## src/rtl/hcd_pkg.sv

```systemverilog
// ----------------------------------------------------------------------------
// hcd_pkg
// Shared types, character codes and decode helpers for the chunked decoder.
// ----------------------------------------------------------------------------
package hcd_pkg;

  // Parser modes.
  localparam logic [2:0] MODE_BOUNDARY = 3'd0;
  localparam logic [2:0] MODE_LEAD     = 3'd1;
  localparam logic [2:0] MODE_HEX      = 3'd2;
  localparam logic [2:0] MODE_TAIL     = 3'd3;
  localparam logic [2:0] MODE_DATA     = 3'd4;

  // Character codes.
  localparam logic [7:0] CHAR_LF    = 8'h0A;
  localparam logic [7:0] CHAR_CR    = 8'h0D;
  localparam logic [7:0] CHAR_TAB   = 8'h09;
  localparam logic [7:0] CHAR_VT    = 8'h0B;
  localparam logic [7:0] CHAR_FF    = 8'h0C;
  localparam logic [7:0] CHAR_SPACE = 8'h20;

  // Reset value of the size line limit.
  localparam logic [5:0] MAX_HDR_RESET = 6'd15;

  // One result beat.
  typedef struct packed {
    logic [7:0] data_byte;
    logic       data_valid;
    logic       error;
  } hcd_result_t;

  // Hex digit decode: bit 4 flags a digit, bits 3:0 hold its value.
  function automatic logic [4:0] hex_decode(input logic [7:0] c);
    logic [4:0] r;
    r = 5'd0;
    if (c >= 8'h30 && c <= 8'h39) begin
      r = {1'b1, c[3:0]};
    end else if ((c >= 8'h61 && c <= 8'h66) || (c >= 8'h41 && c <= 8'h46)) begin
      r = {1'b1, c[3:0] + 4'd9};
    end
    return r;
  endfunction

  // Blanks skipped ahead of the digits.
  function automatic logic is_blank(input logic [7:0] c);
    return (c == CHAR_SPACE) || (c == CHAR_TAB) || (c == CHAR_VT) ||
           (c == CHAR_FF) || (c == CHAR_CR);
  endfunction

endpackage

```

## src/rtl/http_chunked_decoder.sv

```systemverilog
// ----------------------------------------------------------------------------
// http_chunked_decoder
// Strips chunk framing from an HTTP chunked body, one byte per beat.
// ----------------------------------------------------------------------------
//   Channel  Direction  Handshake        Payload
//   in       input      in_valid/stall   in_byte
//   out      output     out_valid/stall  out_data_byte, out_data_valid, out_error
//   cfg      input      cfg_valid/ready  cfg_max_header_len
//
// Every input beat gives exactly one result beat. The result passes through the
// input register and then the result register before it is offered.
// One beat per cycle is sustained while out_stall is low; the parser step between
// the input register and the result register sets that rate.
// A result held by out_stall keeps the input register loaded, so in_stall rises
// only when both registers are full. Reset is synchronous and clears the parser
// state and both valid flags.
// ----------------------------------------------------------------------------
module http_chunked_decoder #(
  parameter int COUNT_WIDTH = 32
) (
  input  logic       clk,
  input  logic       rst_n,
  input  logic       in_valid,
  output logic       in_stall,
  input  logic [7:0] in_byte,
  output logic       out_valid,
  input  logic       out_stall,
  output logic [7:0] out_data_byte,
  output logic       out_data_valid,
  output logic       out_error,
  input  logic       cfg_valid,
  output logic       cfg_ready,
  input  logic [5:0] cfg_max_header_len
);

  logic [5:0]           max_hdr_r;
  logic                 in_full_r;
  logic [7:0]           in_byte_r;
  logic                 out_full_r;
  hcd_pkg::hcd_result_t out_res_r;
  hcd_pkg::hcd_result_t step_res;
  logic                 out_free;
  logic                 advance;

  assign out_free  = !out_full_r || !out_stall;
  assign advance   = in_full_r && out_free;
  assign in_stall  = in_full_r && !out_free;
  assign cfg_ready = 1'b1;

  // Configuration register.
  always_ff @(posedge clk) begin
    if (!rst_n) begin
      max_hdr_r <= hcd_pkg::MAX_HDR_RESET;
    end else if (cfg_valid && cfg_ready) begin
      max_hdr_r <= cfg_max_header_len;
    end
  end

  // Input register.
  always_ff @(posedge clk) begin
    if (!rst_n) begin
      in_full_r <= 1'b0;
    end else if (!in_stall) begin
      in_full_r <= in_valid;
    end
  end

  always_ff @(posedge clk) begin
    if (!in_stall && in_valid) begin
      in_byte_r <= in_byte;
    end
  end

  hcd_parser #(
    .COUNT_WIDTH (COUNT_WIDTH)
  ) u_parser (
    .clk            (clk),
    .rst_n          (rst_n),
    .step_en        (advance),
    .step_byte      (in_byte_r),
    .max_header_len (max_hdr_r),
    .step_result    (step_res)
  );

  // Result register.
  always_ff @(posedge clk) begin
    if (!rst_n) begin
      out_full_r <= 1'b0;
    end else if (out_free) begin
      out_full_r <= in_full_r;
    end
  end

  always_ff @(posedge clk) begin
    if (advance) begin
      out_res_r <= step_res;
    end
  end

  assign out_valid      = out_full_r;
  assign out_data_byte  = out_res_r.data_byte;
  assign out_data_valid = out_res_r.data_valid;
  assign out_error      = out_res_r.error;

endmodule

```

## src/rtl/hcd_parser.sv

```systemverilog
// ----------------------------------------------------------------------------
// hcd_parser
// Parser state and the per-byte step: payload pass, size line decode, error.
// ----------------------------------------------------------------------------
module hcd_parser #(
  parameter int COUNT_WIDTH = 32
) (
  input  logic                 clk,
  input  logic                 rst_n,
  input  logic                 step_en,
  input  logic [7:0]           step_byte,
  input  logic [5:0]           max_header_len,
  output hcd_pkg::hcd_result_t step_result
);

  localparam logic [COUNT_WIDTH-1:0] LEFT_ONE = {{(COUNT_WIDTH-1){1'b0}}, 1'b1};

  logic [2:0]             mode_r, mode_nxt;
  logic [COUNT_WIDTH-1:0] left_r, left_nxt;
  logic [5:0]             hcnt_r, hcnt_nxt;
  logic                   err_r, err_nxt;

  // Inputs to the size line step, after the boundary opens a new line.
  logic                   sc_en;
  logic [2:0]             sc_mode;
  logic [COUNT_WIDTH-1:0] sc_left;
  logic [5:0]             sc_hcnt;
  logic [2:0]             sc_mode_new;
  logic [4:0]             hex;
  logic [COUNT_WIDTH-1:0] left_dec;
  logic [COUNT_WIDTH-1:0] left_acc;

  assign hex      = hcd_pkg::hex_decode(step_byte);
  assign left_dec = (left_r != '0) ? left_r - LEFT_ONE : left_r;

  // Shift in one digit, saturating when the top nibble is already in use.
  always_comb begin
    if (sc_left[COUNT_WIDTH-1 -: 4] != 4'd0) begin
      left_acc = '1;
    end else begin
      left_acc = {sc_left[COUNT_WIDTH-5:0], hex[3:0]};
    end
  end

  // Mode change of a size line character that is not LF.
  always_comb begin
    sc_mode_new = sc_mode;
    if (sc_mode == hcd_pkg::MODE_LEAD) begin
      if (hex[4]) begin
        sc_mode_new = hcd_pkg::MODE_HEX;
      end else if (!hcd_pkg::is_blank(step_byte)) begin
        sc_mode_new = hcd_pkg::MODE_TAIL;
      end
    end else if (sc_mode == hcd_pkg::MODE_HEX && !hex[4]) begin
      sc_mode_new = hcd_pkg::MODE_TAIL;
    end
  end

  // Per-byte step.
  always_comb begin
    mode_nxt = mode_r;
    left_nxt = left_r;
    hcnt_nxt = hcnt_r;
    err_nxt  = err_r;
    sc_en    = 1'b0;
    sc_mode  = mode_r;
    sc_left  = left_r;
    sc_hcnt  = hcnt_r;
    step_result.data_byte  = 8'd0;
    step_result.data_valid = 1'b0;

    if (!err_r) begin
      unique case (mode_r)
        hcd_pkg::MODE_DATA: begin
          step_result.data_byte  = step_byte;
          step_result.data_valid = 1'b1;
          left_nxt = left_dec;
          if (left_dec == '0) begin
            mode_nxt = hcd_pkg::MODE_BOUNDARY;
          end
        end
        hcd_pkg::MODE_LEAD, hcd_pkg::MODE_HEX, hcd_pkg::MODE_TAIL: begin
          sc_en = 1'b1;
        end
        default: begin
          mode_nxt = hcd_pkg::MODE_BOUNDARY;
          if (step_byte != hcd_pkg::CHAR_CR && step_byte != hcd_pkg::CHAR_LF) begin
            sc_en   = 1'b1;
            sc_mode = hcd_pkg::MODE_LEAD;
            sc_left = '0;
            sc_hcnt = 6'd0;
          end
        end
      endcase
    end

    // Size line character.
    if (sc_en) begin
      mode_nxt = sc_mode;
      left_nxt = sc_left;
      hcnt_nxt = sc_hcnt;
      if (step_byte == hcd_pkg::CHAR_LF) begin
        hcnt_nxt = 6'd0;
        mode_nxt = (sc_left != '0) ? hcd_pkg::MODE_DATA : hcd_pkg::MODE_BOUNDARY;
      end else if (sc_hcnt >= max_header_len) begin
        err_nxt = 1'b1;
      end else begin
        hcnt_nxt = sc_hcnt + 6'd1;
        mode_nxt = sc_mode_new;
        if (sc_mode_new == hcd_pkg::MODE_HEX && hex[4]) begin
          left_nxt = left_acc;
        end
      end
    end

    step_result.error = err_nxt;
  end

  // State registers.
  always_ff @(posedge clk) begin
    if (!rst_n) begin
      mode_r <= hcd_pkg::MODE_BOUNDARY;
      left_r <= '0;
      hcnt_r <= 6'd0;
      err_r  <= 1'b0;
    end else if (step_en) begin
      mode_r <= mode_nxt;
      left_r <= left_nxt;
      hcnt_r <= hcnt_nxt;
      err_r  <= err_nxt;
    end
  end

endmodule

```

## config.mk

```make
export PLATFORM = sky130hd
export DESIGN_NAME = http_chunked_decoder
export DESIGN_NICKNAME = d
export VERILOG_FILES = /design/src/rtl/hcd_pkg.sv /design/src/rtl/http_chunked_decoder.sv /design/src/rtl/hcd_parser.sv
export SDC_FILE = /design/constraint.sdc
export NUM_CORES = 1
export LEC_CHECK = 0
export BUFFER_PORTS_ARGS = -buffer_cell sky130_fd_sc_hd__buf_2
export CORE_MARGIN = 2
export CORE_UTILIZATION = 45
export DETAILED_ROUTE_END_ITERATION = 10
export PLACE_DENSITY_LB_ADDON = 0.08
export SETUP_SLACK_MARGIN = 0.15
export SLEW_MARGIN = 20
export SYNTH_ARGS = -nofsm -noshare
export SYNTH_HDL_FRONTEND = slang
export SYNTH_SLANG_ARGS = --single-unit
```

## constraint.sdc

```tcl
create_clock -name clk -period 8 [get_ports clk]
set_input_delay 0.4 -clock clk [delete_from_list [all_inputs] [get_ports clk]]
set_output_delay 0.4 -clock clk [all_outputs]
set_load 0.02 [all_outputs]
```

# Word-level counts from Yosys, hierarchy flattened
# Index checks and enable logic that the tools add are counted.
# op_classes
eq_ne,18
n_reduce_logical,31
mux,39
bitwise,1
n_lt_le_gt_ge,7
n_addsub,3
# op_table
cell,n
$mux W32,11
$reduce_bool A32 Y1,2
$eq A8 B4 Y1 const B,5
$mux W3,13
$logic_not A32 Y1,1
$sub A32 B1 Y32 const B,1
$mux W6,5
$ge A8 B7 Y1 const B,2
$le A8 B7 Y1 const B,2
$ne A8 B4 Y1 const B,2
$eq A3 B2 Y1 const B,4
$mux W5,2
$logic_and A1 B1 Y1,9
$eq A8 B6 Y1 const B,1
$ge A8 B6 Y1 const B,1
$le A8 B6 Y1 const B,1
$add A6 B1 Y6 const B,1
$eq A3 B1 Y1 const B,2
$ge A6 B6 Y1,1
$logic_or A1 B1 Y1,6
$mux W1,6
$pmux W3 S2,1
$logic_not A1 Y1,5
$add A4 B4 Y4 const B,1
other kinds (14),14
# totals
output_inout_bits,13
ff_bits,68
input_bits,19

# Longest topological paths before layout
# Gate-level depths: netlist of the first run.
# depth
word_depth,15
depth_mapped,19
depth_no_buf,15

# Hierarchy
# From an unflattened synthesis of the first run, not the netlist that was laid out.
# unflattened
cells_unflattened,650
hier_area_um2,4880.9
# modules_own_cells
mod,seq_area_each_um2,cells_per_inst,area_each_um2,instances
hcd_parser,840.8,603,4026.4,1
http_chunked_decoder,700.7,47,854.6,1

# Worst setup path after synthesis of the first run
# No wires, ideal clock.
# synth_timing
path_kind,register to register
startpoint,reg in_byte_r[1]
endpoint,reg u_parser.left_r[29]
period_less_slack_ps,3800
required_ps,7868
slack_ps,4200
path_stages_with_launch,19
arrival_time_ps,3668
path_cell_list,edfxtp_1 > inv_1 > ha_1 > mux2_2 > a31oi_1 > nand2b_1 > clkbuf_1 > clkbuf_1 > nand2_1 > ha_1 > nand2b_1 > a21o_1 > a21oi_1 > o211a_1 > o221ai_1 > clkbuf_1 > clkbuf_1 > o311ai_0 > a21oi_1
# synth_via
elab_chain_cells,15
word_cells_on_any_way,57
# synth_rtl
element,line,rtl
from (decl),http_chunked_decoder.sv:38,logic [7:0] in_byte_r;
from (signal assigned),http_chunked_decoder.sv:70,in_byte_r <= in_byte;
$ge A8 B7 Y1 (tied with other cells),hcd_pkg.sv:38,end else if ((c >= 8'h61 && c <= 8'h66) || (c >= 8'h41 && c <= 8'h46)) begin
$logic_and A1 B1 Y1 (on tied branches),"hcd_pkg.sv:38, hcd_parser.sv:87",
$logic_or A1 B1 Y1 or $mux W3 (tied branches),"hcd_pkg.sv:38, hcd_parser.sv:87",
$mux W5 or $mux W3 (tied branches),"hcd_pkg.sv:38, hcd_parser.sv:73",
$mux W5 or $mux W3 (tied branches),"hcd_pkg.sv:36, hcd_parser.sv:72",
$logic_not A1 Y1 or $eq A3 B2 Y1 (tied branches),hcd_parser.sv:54,end else if (sc_mode == hcd_pkg::MODE_HEX && !hex[4]) begin
$logic_and A1 B1 Y1,hcd_parser.sv:54,
$mux W3,hcd_parser.sv:54,
$mux W3,hcd_parser.sv:48,if (sc_mode == hcd_pkg::MODE_LEAD) begin
$eq A3 B2 Y1,hcd_parser.sv:110,if (sc_mode_new == hcd_pkg::MODE_HEX && hex[4]) begin
$logic_and A1 B1 Y1,hcd_parser.sv:110,
$mux W32,hcd_parser.sv:110,
$mux W32,hcd_parser.sv:105,end else if (sc_hcnt >= max_header_len) begin
$mux W32,hcd_parser.sv:102,if (step_byte == hcd_pkg::CHAR_LF) begin
$mux W32,hcd_parser.sv:98,if (sc_en) begin
to (signal assigned),hcd_parser.sv:128,left_r <= left_nxt;
to (decl),hcd_parser.sv:19,"logic [COUNT_WIDTH-1:0] left_r, left_nxt;"
# Parallel ways exist; a longest one is shown, timed or not.
# A chain may end at the register's enable or synchronous reset.

# Worst setup path in the final report of the first run
# layout_timing
startpoint,reg in_byte_r[1]
endpoint,reg u_parser.left_r[2]
# The elaborated chain is that of the path after synthesis.

==> run_results.csv, run 1 <==
group,metric,value,unit
power_and_ir_drop,peakVddDrop,94.14,uV
sta,final.min_clock_period,4300,ps
synth,syn_area,0.004878,mm2
floorplanning,pin_count,32,
clock_tree,cts_made_buffers,9,
critical_path,reg2regPathDepth,16,
placement,gp_congestion,0.9516,
critical_path,r2r-end,"u_parser.left_r[2]",
clock_tree,cts_hold_buffers,0,
hold_path,worstHoldEndpoint,"in_byte_r[5]",
drt,vias,5016,
critical_path,crit_family,"compound AO/OA/AOI/OAI gates",
cells_and_area,final_area,0.005309,mm2
synth,synthArstFlopShare,0,
cells_and_area,antennaDiodeCount,0,
cells_and_area,area_delta_synth_final,8.823,%
synth,synth_compound_area_frac,0.2688,
critical_path,arrival,4580,ps
synth,synth.area.mux_share,0.01282,
critical_path,path_cells,"inv_1, ha_1, mux2_2, a31oi_1, nand2b_1, nand2_1, ha_1, nand2b_1, a21o_1, a21oi_1, o211a_1, o221ai_4, buf_4, inv_2, a31oi_1, a21oi_1",
placement,placement.cell_area,0.005072,mm2
synth,synth_top_family_by_area,"simple AND/OR/NAND/NOR gates",
sta,worst_pin_slew,1031,ps
critical_path,cp_slowest_cell,"edfxtp_1",
floorplanning,rows,38,
sta,drv_slew,0,
floorplanning,chipWidth,108.1,um
drt,viasPerCell,6.414,
sta,hold_violations,0,
drt,ant_nets,0,
placement,hpwl,9.741,mm
sta,worst_slack,3700,ps
cells_and_area,utilization,0.4963,
cells_and_area,final_layout_size_suffix_gt1_frac,0.1106,
critical_path,required,8280,ps
critical_path,start_kind,"register",
clock_tree,cts_sinks,68,
sta,final.period_utilization,0.5375,
clock_tree,post_cts_buffers,0,
synth,yosys_warnings,0,
sta,finalSetupTns,0,ps
drt,drtIter0Drc,425,
global_route,antenna_found_initial,0,
floorplanning,core_area,0.01070,mm2
sta,slew_headroom,0.3111,
outcome,status,"finished, final reports clean",
sta,fmax,232.5,MHz
power_and_ir_drop,powerDensity,176.6,mW/mm2
global_route,grt_pass1_vias,4652,
synth,synth_cell_types,68,
global_route,grt_pass1_wl,24.36,mm
cells_and_area,nets,670,
critical_path,r2r_start,"in_byte_r[1]",
power_and_ir_drop,finalPower,0.9374,mW
critical_path,path_class,"register to register",
synth,yosysSeqAreaShare,0.3160,
critical_path,crit_path_end_kind,"register",
synth,synth_xor_area_frac,0.02873,
synth,synthesis.nets,677,
clock_tree,path_clk_slew,80,ps
placement,dp.cells,766,
placement,dp_slack,3765,ps
synth,ys_ff_latch,68,
clock_tree,cts_tree,"built",
critical_path,r2r_slack,3700,ps
clock_tree,root_buffer,"clkbuf_8",
synth,syn_area_per_cell,7.575,um2
synth,syn_inst,644,
sta,clock_skew,16.89,ps
hold_path,hp-start,"in_byte[5]",
critical_path,worst-path-buf-inv,3,
power_and_ir_drop,p_leak,2.002,nW
drt,first_pass_iters,7,
clock_tree,clockBufferDepth,2,
clock_tree,clkLatencyLatePin,360,ps
clock_tree,ctsResizeCount,0,
clock_tree,cts.htree.levels,3,
global_route,overflow,0,
synth,synthAdderAreaFrac,0.03591,
sta,rsz0062_at_grt,"no",
drt,drc,0,
critical_path,worstPathMaxFanout,48,
synth,yosys.area_share.simple,0.2739,
placement,io_buffers,30,
global_route,grt_max_degree,49,
critical_path,critPathMaxStageDelay,420,ps
drt,wl_per_cell,18.82,um
synth,synth_ff_type,"dfxtp_1",
floorplanning,die_area,0.01169,mm2
global_route,grt.total_usage,0.2641,
floorplanning,fp.dieH,108.1,um
hold_path,hp-class,"primary input to register",
sta,timing.hold.ws,217.7,ps
drt,routed_wl,14.72,mm
hold_path,hold_depth,1,
synth,synth_edf_count,18,
sta,setup_viol,0,
run,maxCapViolCount,0,
floorplanning,start_util,0.4560,
cells_and_area,layout.cells.non_filler,782,
[metal layers]
layer,vias up,wire length (um),global-route usage
met5,-,0,0
met4,0,326,0.1035
met3,38,1015,0.04641
met2,212,6320,0.3845
met1,2385,7055,0.3859
li1,2381,-,-
[registers in the layout, indices dropped and copies added (netlist names)]
| name | cells |
|---|---|
| in_byte_r | 8 |
| in_full_r | 1 |
| max_hdr_r | 6 |
| out_data_byte | 8 |
| out_data_valid | 1 |
| out_error | 1 |
| out_valid | 1 |
| u_parser.err_r | 1 |
| u_parser.hcnt_r | 6 |
| u_parser.left_r | 32 |
| u_parser.mode_r | 3 |
[how the worst max path moves through the flow]
stage	start	endpoint	slack, ps	depth (start not counted)
2_1_floorplan	in_byte_r[1]	u_parser.left_r[29]	4200	18
3_3_place_gp	in_byte_r[1]	u_parser.left_r[15]	3910	16
3_5_place_dp	in_byte_r[4]	u_parser.left_r[2]	3760	14
4_1_cts	in_byte_r[4]	u_parser.left_r[2]	3730	14
5_1_grt	in_byte_r[1]	u_parser.left_r[2]	3300	16
6_report	in_byte_r[1]	u_parser.left_r[2]	3700	16
[final cells by class]
| class | instances | area (um2) |
|---|---|---|
| Clock buffer | 11 | 152.6 |
| Sequential cell | 68 | 1541 |
| Clock inverter | 5 | 83.83 |
| Inverter | 22 | 82.58 |
| Tap cell | 140 | 175.2 |
| Fill cell | 1069 | 5389 |
| Multi-Input combinational cell | 496 | 3048 |
| Timing Repair Buffer | 40 | 225.2 |
[kinds of logic after synthesis]
group                      Yosys count
and+or+nand+nor                    252
AOI/OAI and AO/OA                  207
buffers and inverters               80
DFF                                 68
xor gates and xnor gates            16
adders and majority gates           14
muxes                                6
other                                1
[cells in the final DEF, fill, tap and decap left out, drive strengths merged, types with 11 or more instances in the layout]
cell type,instances
clkbuf,11
and2,15
a31oi,22
dfxtp,50
nand2,57
or4,11
o21ai,60
edfxtp,18
or3,18
nor2,51
inv,22
buf,40
a21oi,48
nand3,18
nor3,20
ha,14
nor4,21
o22ai,12
[power breakdown]
group / switching, mW / internal (mW)
clock: 0.148 / 0.195
combinational: 0.144 / 0.0721
sequential: 0.0138 / 0.364
[cell usage after synthesis, types with 12 or more instances]
cell type	instances	area share
nand3_1	18	0.018
o21ai_0	56	0.057
nor3_1	20	0.021
a31oi_1	22	0.028
a21oi_1	48	0.049
inv_1	21	0.016
dfxtp_1	50	0.21
edfxtp_1	18	0.11
nor2_1	51	0.039
clkbuf_1	53	0.041
or3_1	18	0.023
nand2_1	57	0.044
and2_1	14	0.018
ha_1	14	0.036
nor4_1	19	0.024
o22ai_1	12	0.015
Note: power is estimated with default switching activity, not from simulation.
==> run 2: changes to the inputs <==
==> constraint.sdc (replaced) <==
create_clock -name clk -period 4.31 [get_ports clk]
set_input_delay 0.2155 -clock clk [delete_from_list [all_inputs] [get_ports clk]]
set_output_delay 0.2155 -clock clk [all_outputs]
set_load 0.02 [all_outputs]
==> run 2 against run 1 <==
Against the previous run: die area did not move; highest routed layer unchanged; first-iteration DRC count rose by 7.5%; count of clock-buffer cells in the layout did not move; largest cell class unchanged; wire length fell by 0.15%; final cell count rose by 1.5%; worst setup slack got worse by 3300 ps; clock skew fell by 5.0 ps; largest power group unchanged.
==> run_results.csv, run 2 (same netlist as run 1, synthesis figures left out) <==
group,metric,value,unit
sta,final.period_utilization,0.9100,
sta,setup_viol,0,
global_route,grt_pass1_wl,23.90,mm
outcome,status,"finished, final reports clean",
hold_path,hp-class,"primary input to register",
clock_tree,cts_made_buffers,9,
drt,ant_nets,0,
cells_and_area,final_cell_mix,"57 x nand2_1, 56 x o21ai_0, 51 x nor2_1",
floorplanning,rows,38,
critical_path,start_kind,"register",
placement,dp_slack,30.49,ps
drt,vias,5021,
global_route,grt_pass1_vias,4589,
drt,drtIter0Drc,457,
drt,viasPerCell,6.324,
drt,drc,0,
floorplanning,fp.dieH,108.1,um
placement,io_buffers,30,
sta,rsz0062_at_grt,"no",
clock_tree,root_buffer,"clkbuf_8",
floorplanning,start_util,0.4560,
cells_and_area,nets,682,
floorplanning,chipWidth,108.1,um
placement,hpwl,9.997,mm
drt,routed_wl,14.70,mm
power_and_ir_drop,power_frac_comb,0.246,
power_and_ir_drop,power_switching,0.5514,mW
critical_path,startpoint,"in_byte_r[1]",
critical_path,r2r_start,"in_byte_r[1]",
sta,hold_violations,0,
cells_and_area,largest_register_ffs,32,
drt,first_pass_iters,5,
clock_tree,cts_sinks,68,
power_and_ir_drop,switching_share,0.3242,
clock_tree,clockBufferDepth,2,
global_route,antenna_found_initial,0,
floorplanning,core_area,0.01070,mm2
cells_and_area,antennaDiodeCount,0,
drt,wl_per_cell,18.51,um
cells_and_area,area_delta_synth_final,10.59,%
floorplanning,die_area,0.01169,mm2
sta,final.min_clock_period,3922,ps
power_and_ir_drop,clkPwrFrac,0.341,
power_and_ir_drop,seq_power_share,0.413,
sta,worst_slack,388.1,ps
floorplanning,pin_count,32,
cells_and_area,final_common_cell,"nand2_1",
power_and_ir_drop,internal-power,1.149,mW
critical_path,crit_path_end_kind,"register",
cells_and_area,largest-register,"u_parser.left_r",
power_and_ir_drop,p_leak,2.057,nW
critical_path,arrival,4150,ps
clock_tree,cts.htree.levels,3,
critical_path,path_class,"register to register",
placement,gp_congestion,0.9415,
clock_tree,clkLatencyLatePin,360,ps
sta,worst_pin_slew,983.1,ps
critical_path,worstPathMaxFanout,32,
sta,finalSetupTns,0,ps
sta,slew_headroom,0.3430,
critical_path,required,4540,ps
clock_tree,path_clk_slew,80,ps
hold_path,hp-start,"in_byte[7]",
sta,clock_skew,11.93,ps
sta,drv_slew,0,
clock_tree,cts_tree,"built",
global_route,grt_max_degree,47,
sta,fmax,255.0,MHz
cells_and_area,final_layout_size_suffix_gt1_frac,0.1269,
global_route,grt.total_usage,0.2613,
power_and_ir_drop,peakVddDrop,161.9,uV
cells_and_area,utilization,0.5043,
power_and_ir_drop,powerDensity,315.2,mW/mm2
global_route,overflow,0,
run,maxCapViolCount,0,
-- run 2: cell count changes in the layout (fill, tap and decap cells not counted), sizes merged --
cell	previous run	this run
buf	40	52
clkinv	1	2
clkinvlp	2	1
-- run 2: worst max-delay path, stage by stage (launching register included) --
cell and delay [ps]:
edfxtp_1 430, inv_1 120, ha_1 240, mux2_2 300, a31oi_1 300, nand2b_2 200
nand2_1 150, ha_1 230, nand2b_1 150, a21o_1 180, a21oi_1 180, o211a_2 290
o221ai_4 220, buf_16 250, or3_1 360, o21ai_0 90, o22ai_1 90
-- run 2: final cells by class --
class	instances	area (um2)
Timing Repair Buffer	52	335.3
Fill cell	1111	5303
Inverter	22	85.08
Clock buffer	11	131.4
Multi-Input combinational cell	496	3050
Sequential cell	68	1541
Clock inverter	5	76.32
Tap cell	140	175.2
-- run 2: worst paths after layout --
check | end | slack (ps) | cells past startpoint
worst max-delay path | u_parser.left_r[10] | 390 | 16
worst min register to register | out_valid | 480 | 2
worst min-delay path | in_byte_r[7] | 30 | 1
worst max register to register | u_parser.left_r[10] | 390 | 16
-- run 2: power by group through the flow --
stage | clock [mW] | sequential [mW] | combinational, mW
final | 0.580 | 0.702 | 0.419
after global routing | 0.620 | 0.706 | 0.458
after CTS | 0.591 | 0.701 | 0.405
after detailed placement | 0 | 0.716 | 0.402
after global placement | 0 | 0.716 | 0.402
after floorplan | 0 | 0.706 | 0.291
-- run 2: what timing repair did --
| item | 4_1_cts | 5_1_grt |
|---|---|---|
| hold buffers | 0 | 0 |
| endpoints found under the setup margin | 13 | 26 |
| gates cloned | 0 | 0 |
| buffers inserted | 0 | 4 |
| gates resized for setup | 1 | 3 |
-- run 2: metal layers --
layer  routed length (um)  global-route usage  vias to the layer above
met5                    0                   0                        -
met4                  238             0.09982                        0
met3                  997             0.03978                       19
met2                 6503              0.3940                      189
met1                 6956              0.3757                     2403
li1                     -                   -                     2410
-- run 2: per-stage QoR --
step	hold WS [ps]	power, mW	area, um2	std cells
after floorplan	314.4	0.9974	4878	644
after global placement	392.4	1.118	5125	773
after detailed placement	395.1	1.118	5125	773
after CTS	17.54	1.697	5335	789
after global routing	12.93	1.784	5395	794
final	27.98	1.701	5395	794
==> run 3: changes to the inputs <==
--- a/config.mk
+++ b/config.mk
@@ -8,6 +8,7 @@
 export BUFFER_PORTS_ARGS = -buffer_cell sky130_fd_sc_hd__buf_2
 export CORE_MARGIN = 2
 export CORE_UTILIZATION = 45
+export CTS_BUF_LIST = sky130_fd_sc_hd__clkbuf_16
 export DETAILED_ROUTE_END_ITERATION = 10
 export PLACE_DENSITY_LB_ADDON = 0.08
 export SETUP_SLACK_MARGIN = 0.15
==> run 3 against run 2 <==
Against the previous run: sequential power about the same; count of clock-buffer cells in the layout is 2 lower; sequential share of layout area decreased by 0.53 points; maximum frequency is 0.87% higher; combinational power about the same; non-clock buffer count unchanged; clock skew down 4.3 ps.
==> run_results.csv, run 3 (same netlist as run 1, synthesis figures left out) <==
group,metric,value,unit
clock_tree,cts.htree.levels,3,
cells_and_area,antennaDiodeCount,0,
power_and_ir_drop,peakVddDrop,179.5,uV
critical_path,start_kind,"register",
global_route,grt.total_usage,0.2618,
drt,vias,5027,
clock_tree,cts_hold_buffers,0,
clock_tree,cts_tree,"built",
drt,first_pass_iters,7,
cells_and_area,nets,682,
hold_path,hp-class,"primary input to register",
sta,fmax,257.2,MHz
sta,clock_skew,7.629,ps
placement,dp.cells,773,
drt,ant_nets,0,
drt,wl_per_cell,18.57,um
critical_path,worstPathMaxFanout,32,
global_route,grt_pass1_vias,4594,
sta,rsz0062_at_grt,"no",
sta,timing.hold.ws,47.34,ps
critical_path,r2r_slack,420,ps
sta,slew_headroom,0.3446,
sta,final.min_clock_period,3888,ps
global_route,grt_pass1_wl,23.92,mm
sta,hold_violations,0,
floorplanning,fp.dieH,108.1,um
clock_tree,cts_sinks,68,
clock_tree,root_buffer,"clkbuf_16",
floorplanning,start_util,0.4560,
floorplanning,rows,38,
cells_and_area,final_layout_size_suffix_gt1_frac,0.1269,
clock_tree,cts_made_buffers,9,
cells_and_area,area_delta_synth_final,12.67,%
power_and_ir_drop,powerDensity,347.1,mW/mm2
cells_and_area,largest_register_ffs,32,
cells_and_area,layout.cells.non_filler,794,
placement,io_buffers,30,
sta,setup_viol,0,
placement,hpwl,9.997,mm
run,maxCapViolCount,0,
clock_tree,clkLatencyLatePin,350,ps
power_and_ir_drop,p_leak,2.111,nW
sta,final.period_utilization,0.9021,
floorplanning,core_area,0.01070,mm2
cells_and_area,fillers,1105,
floorplanning,pin_count,32,
drt,viasPerCell,6.331,
drt,routed_wl,14.74,mm
global_route,antenna_found_initial,0,
cells_and_area,ff_latch_area,0.001541,mm2
cells_and_area,final_common_cell,"nand2_1",
floorplanning,die_area,0.01169,mm2
outcome,status,"finished, final reports clean",
cells_and_area,final_cell_mix,"57 x nand2_1, 56 x o21ai_0, 51 x nor2_1",
placement,gp_congestion,0.9415,
floorplanning,chipWidth,108.1,um
cells_and_area,multiInputGateArea,0.003050,mm2
clock_tree,path_clk_slew,60,ps
critical_path,path_class,"register to register",
critical_path,arrival,4100,ps
sta,worst_pin_slew,980.8,ps
sta,drv_slew,0,
global_route,grt_max_degree,47,
drt,drc,0,
sta,finalSetupTns,0,ps
critical_path,required,4520,ps
clock_tree,clockBufferDepth,2,
cells_and_area,largest-register,"u_parser.left_r",
global_route,overflow,0,
drt,drtIter0Drc,404,
critical_path,crit_path_end_kind,"register",
-- run 3: routing by layer --
metal,track usage,vias to the layer above,share of wire
li1,-,2415,-
met1,0.3768,2404,0.48
met2,0.3926,188,0.43
met3,0.03255,20,0.063
met4,0.1145,0,0.020
met5,0,-,0
-- run 3: critical path, cell delays in order, from the launching register on --
cell and delay [ps]:
edfxtp_1 420, inv_1 120, ha_1 240, mux2_2 300, a31oi_1 300, nand2b_2 200
nand2_1 150, ha_1 230, nand2b_1 150, a21o_1 180, a21oi_1 180, o211a_2 290
o221ai_4 200, buf_16 240, or3_1 360, o21ai_0 90, o22ai_1 100
-- run 3: metrics by stage --
step / utilization / power, mW / setup slack, ps / instance area (um2)
after floorplan: - / 0.9974 / 510.2 / 4878
after global routing: 0.5138 / 1.987 / 166.9 / 5497
after CTS: 0.5082 / 1.898 / 101.2 / 5436
after global placement: 0.4791 / 1.118 / 191.0 / 5125
after detailed placement: 0.4791 / 1.118 / 30.49 / 5125
final: 0.5138 / 1.908 / 421.8 / 5497
-- run 3: path summary, 6_finish.rpt --
| check | endpoint | cells after the start | start |
|---|---|---|---|
| max | u_parser.left_r[10] | 16 | in_byte_r[1] |
| min | in_byte_r[7] | 1 | in_byte[7] |
| max reg2reg | u_parser.left_r[10] | 16 | in_byte_r[1] |
| min reg2reg | out_valid | 2 | in_full_r |
-- run 3: area by class of cell --
class / instances / area share
clock inverters: 7 / 0.01525
clock buffers: 9 / 0.04097
inverters: 22 / 0.01548
multi-input cells: 496 / 0.5550
flip-flops and latches: 68 / 0.2804
repair buffers: 52 / 0.06101
well taps: 140 / 0.03187
-- run 3: what timing repair did --
action / 4_1_cts / 5_1_grt
pin swaps: 0 / 0
endpoints found under the setup margin: 13 / 25
buffers inserted: 0 / 4
resized for setup: 1 / 2
-- run 3: power breakdown --
group	switching [mW]	internal [mW]	leakage (nW)	total, mW
sequential	0.0261	0.677	0.579	0.703
clock	0.287	0.499	0.155	0.786
combinational	0.269	0.150	1.38	0.419
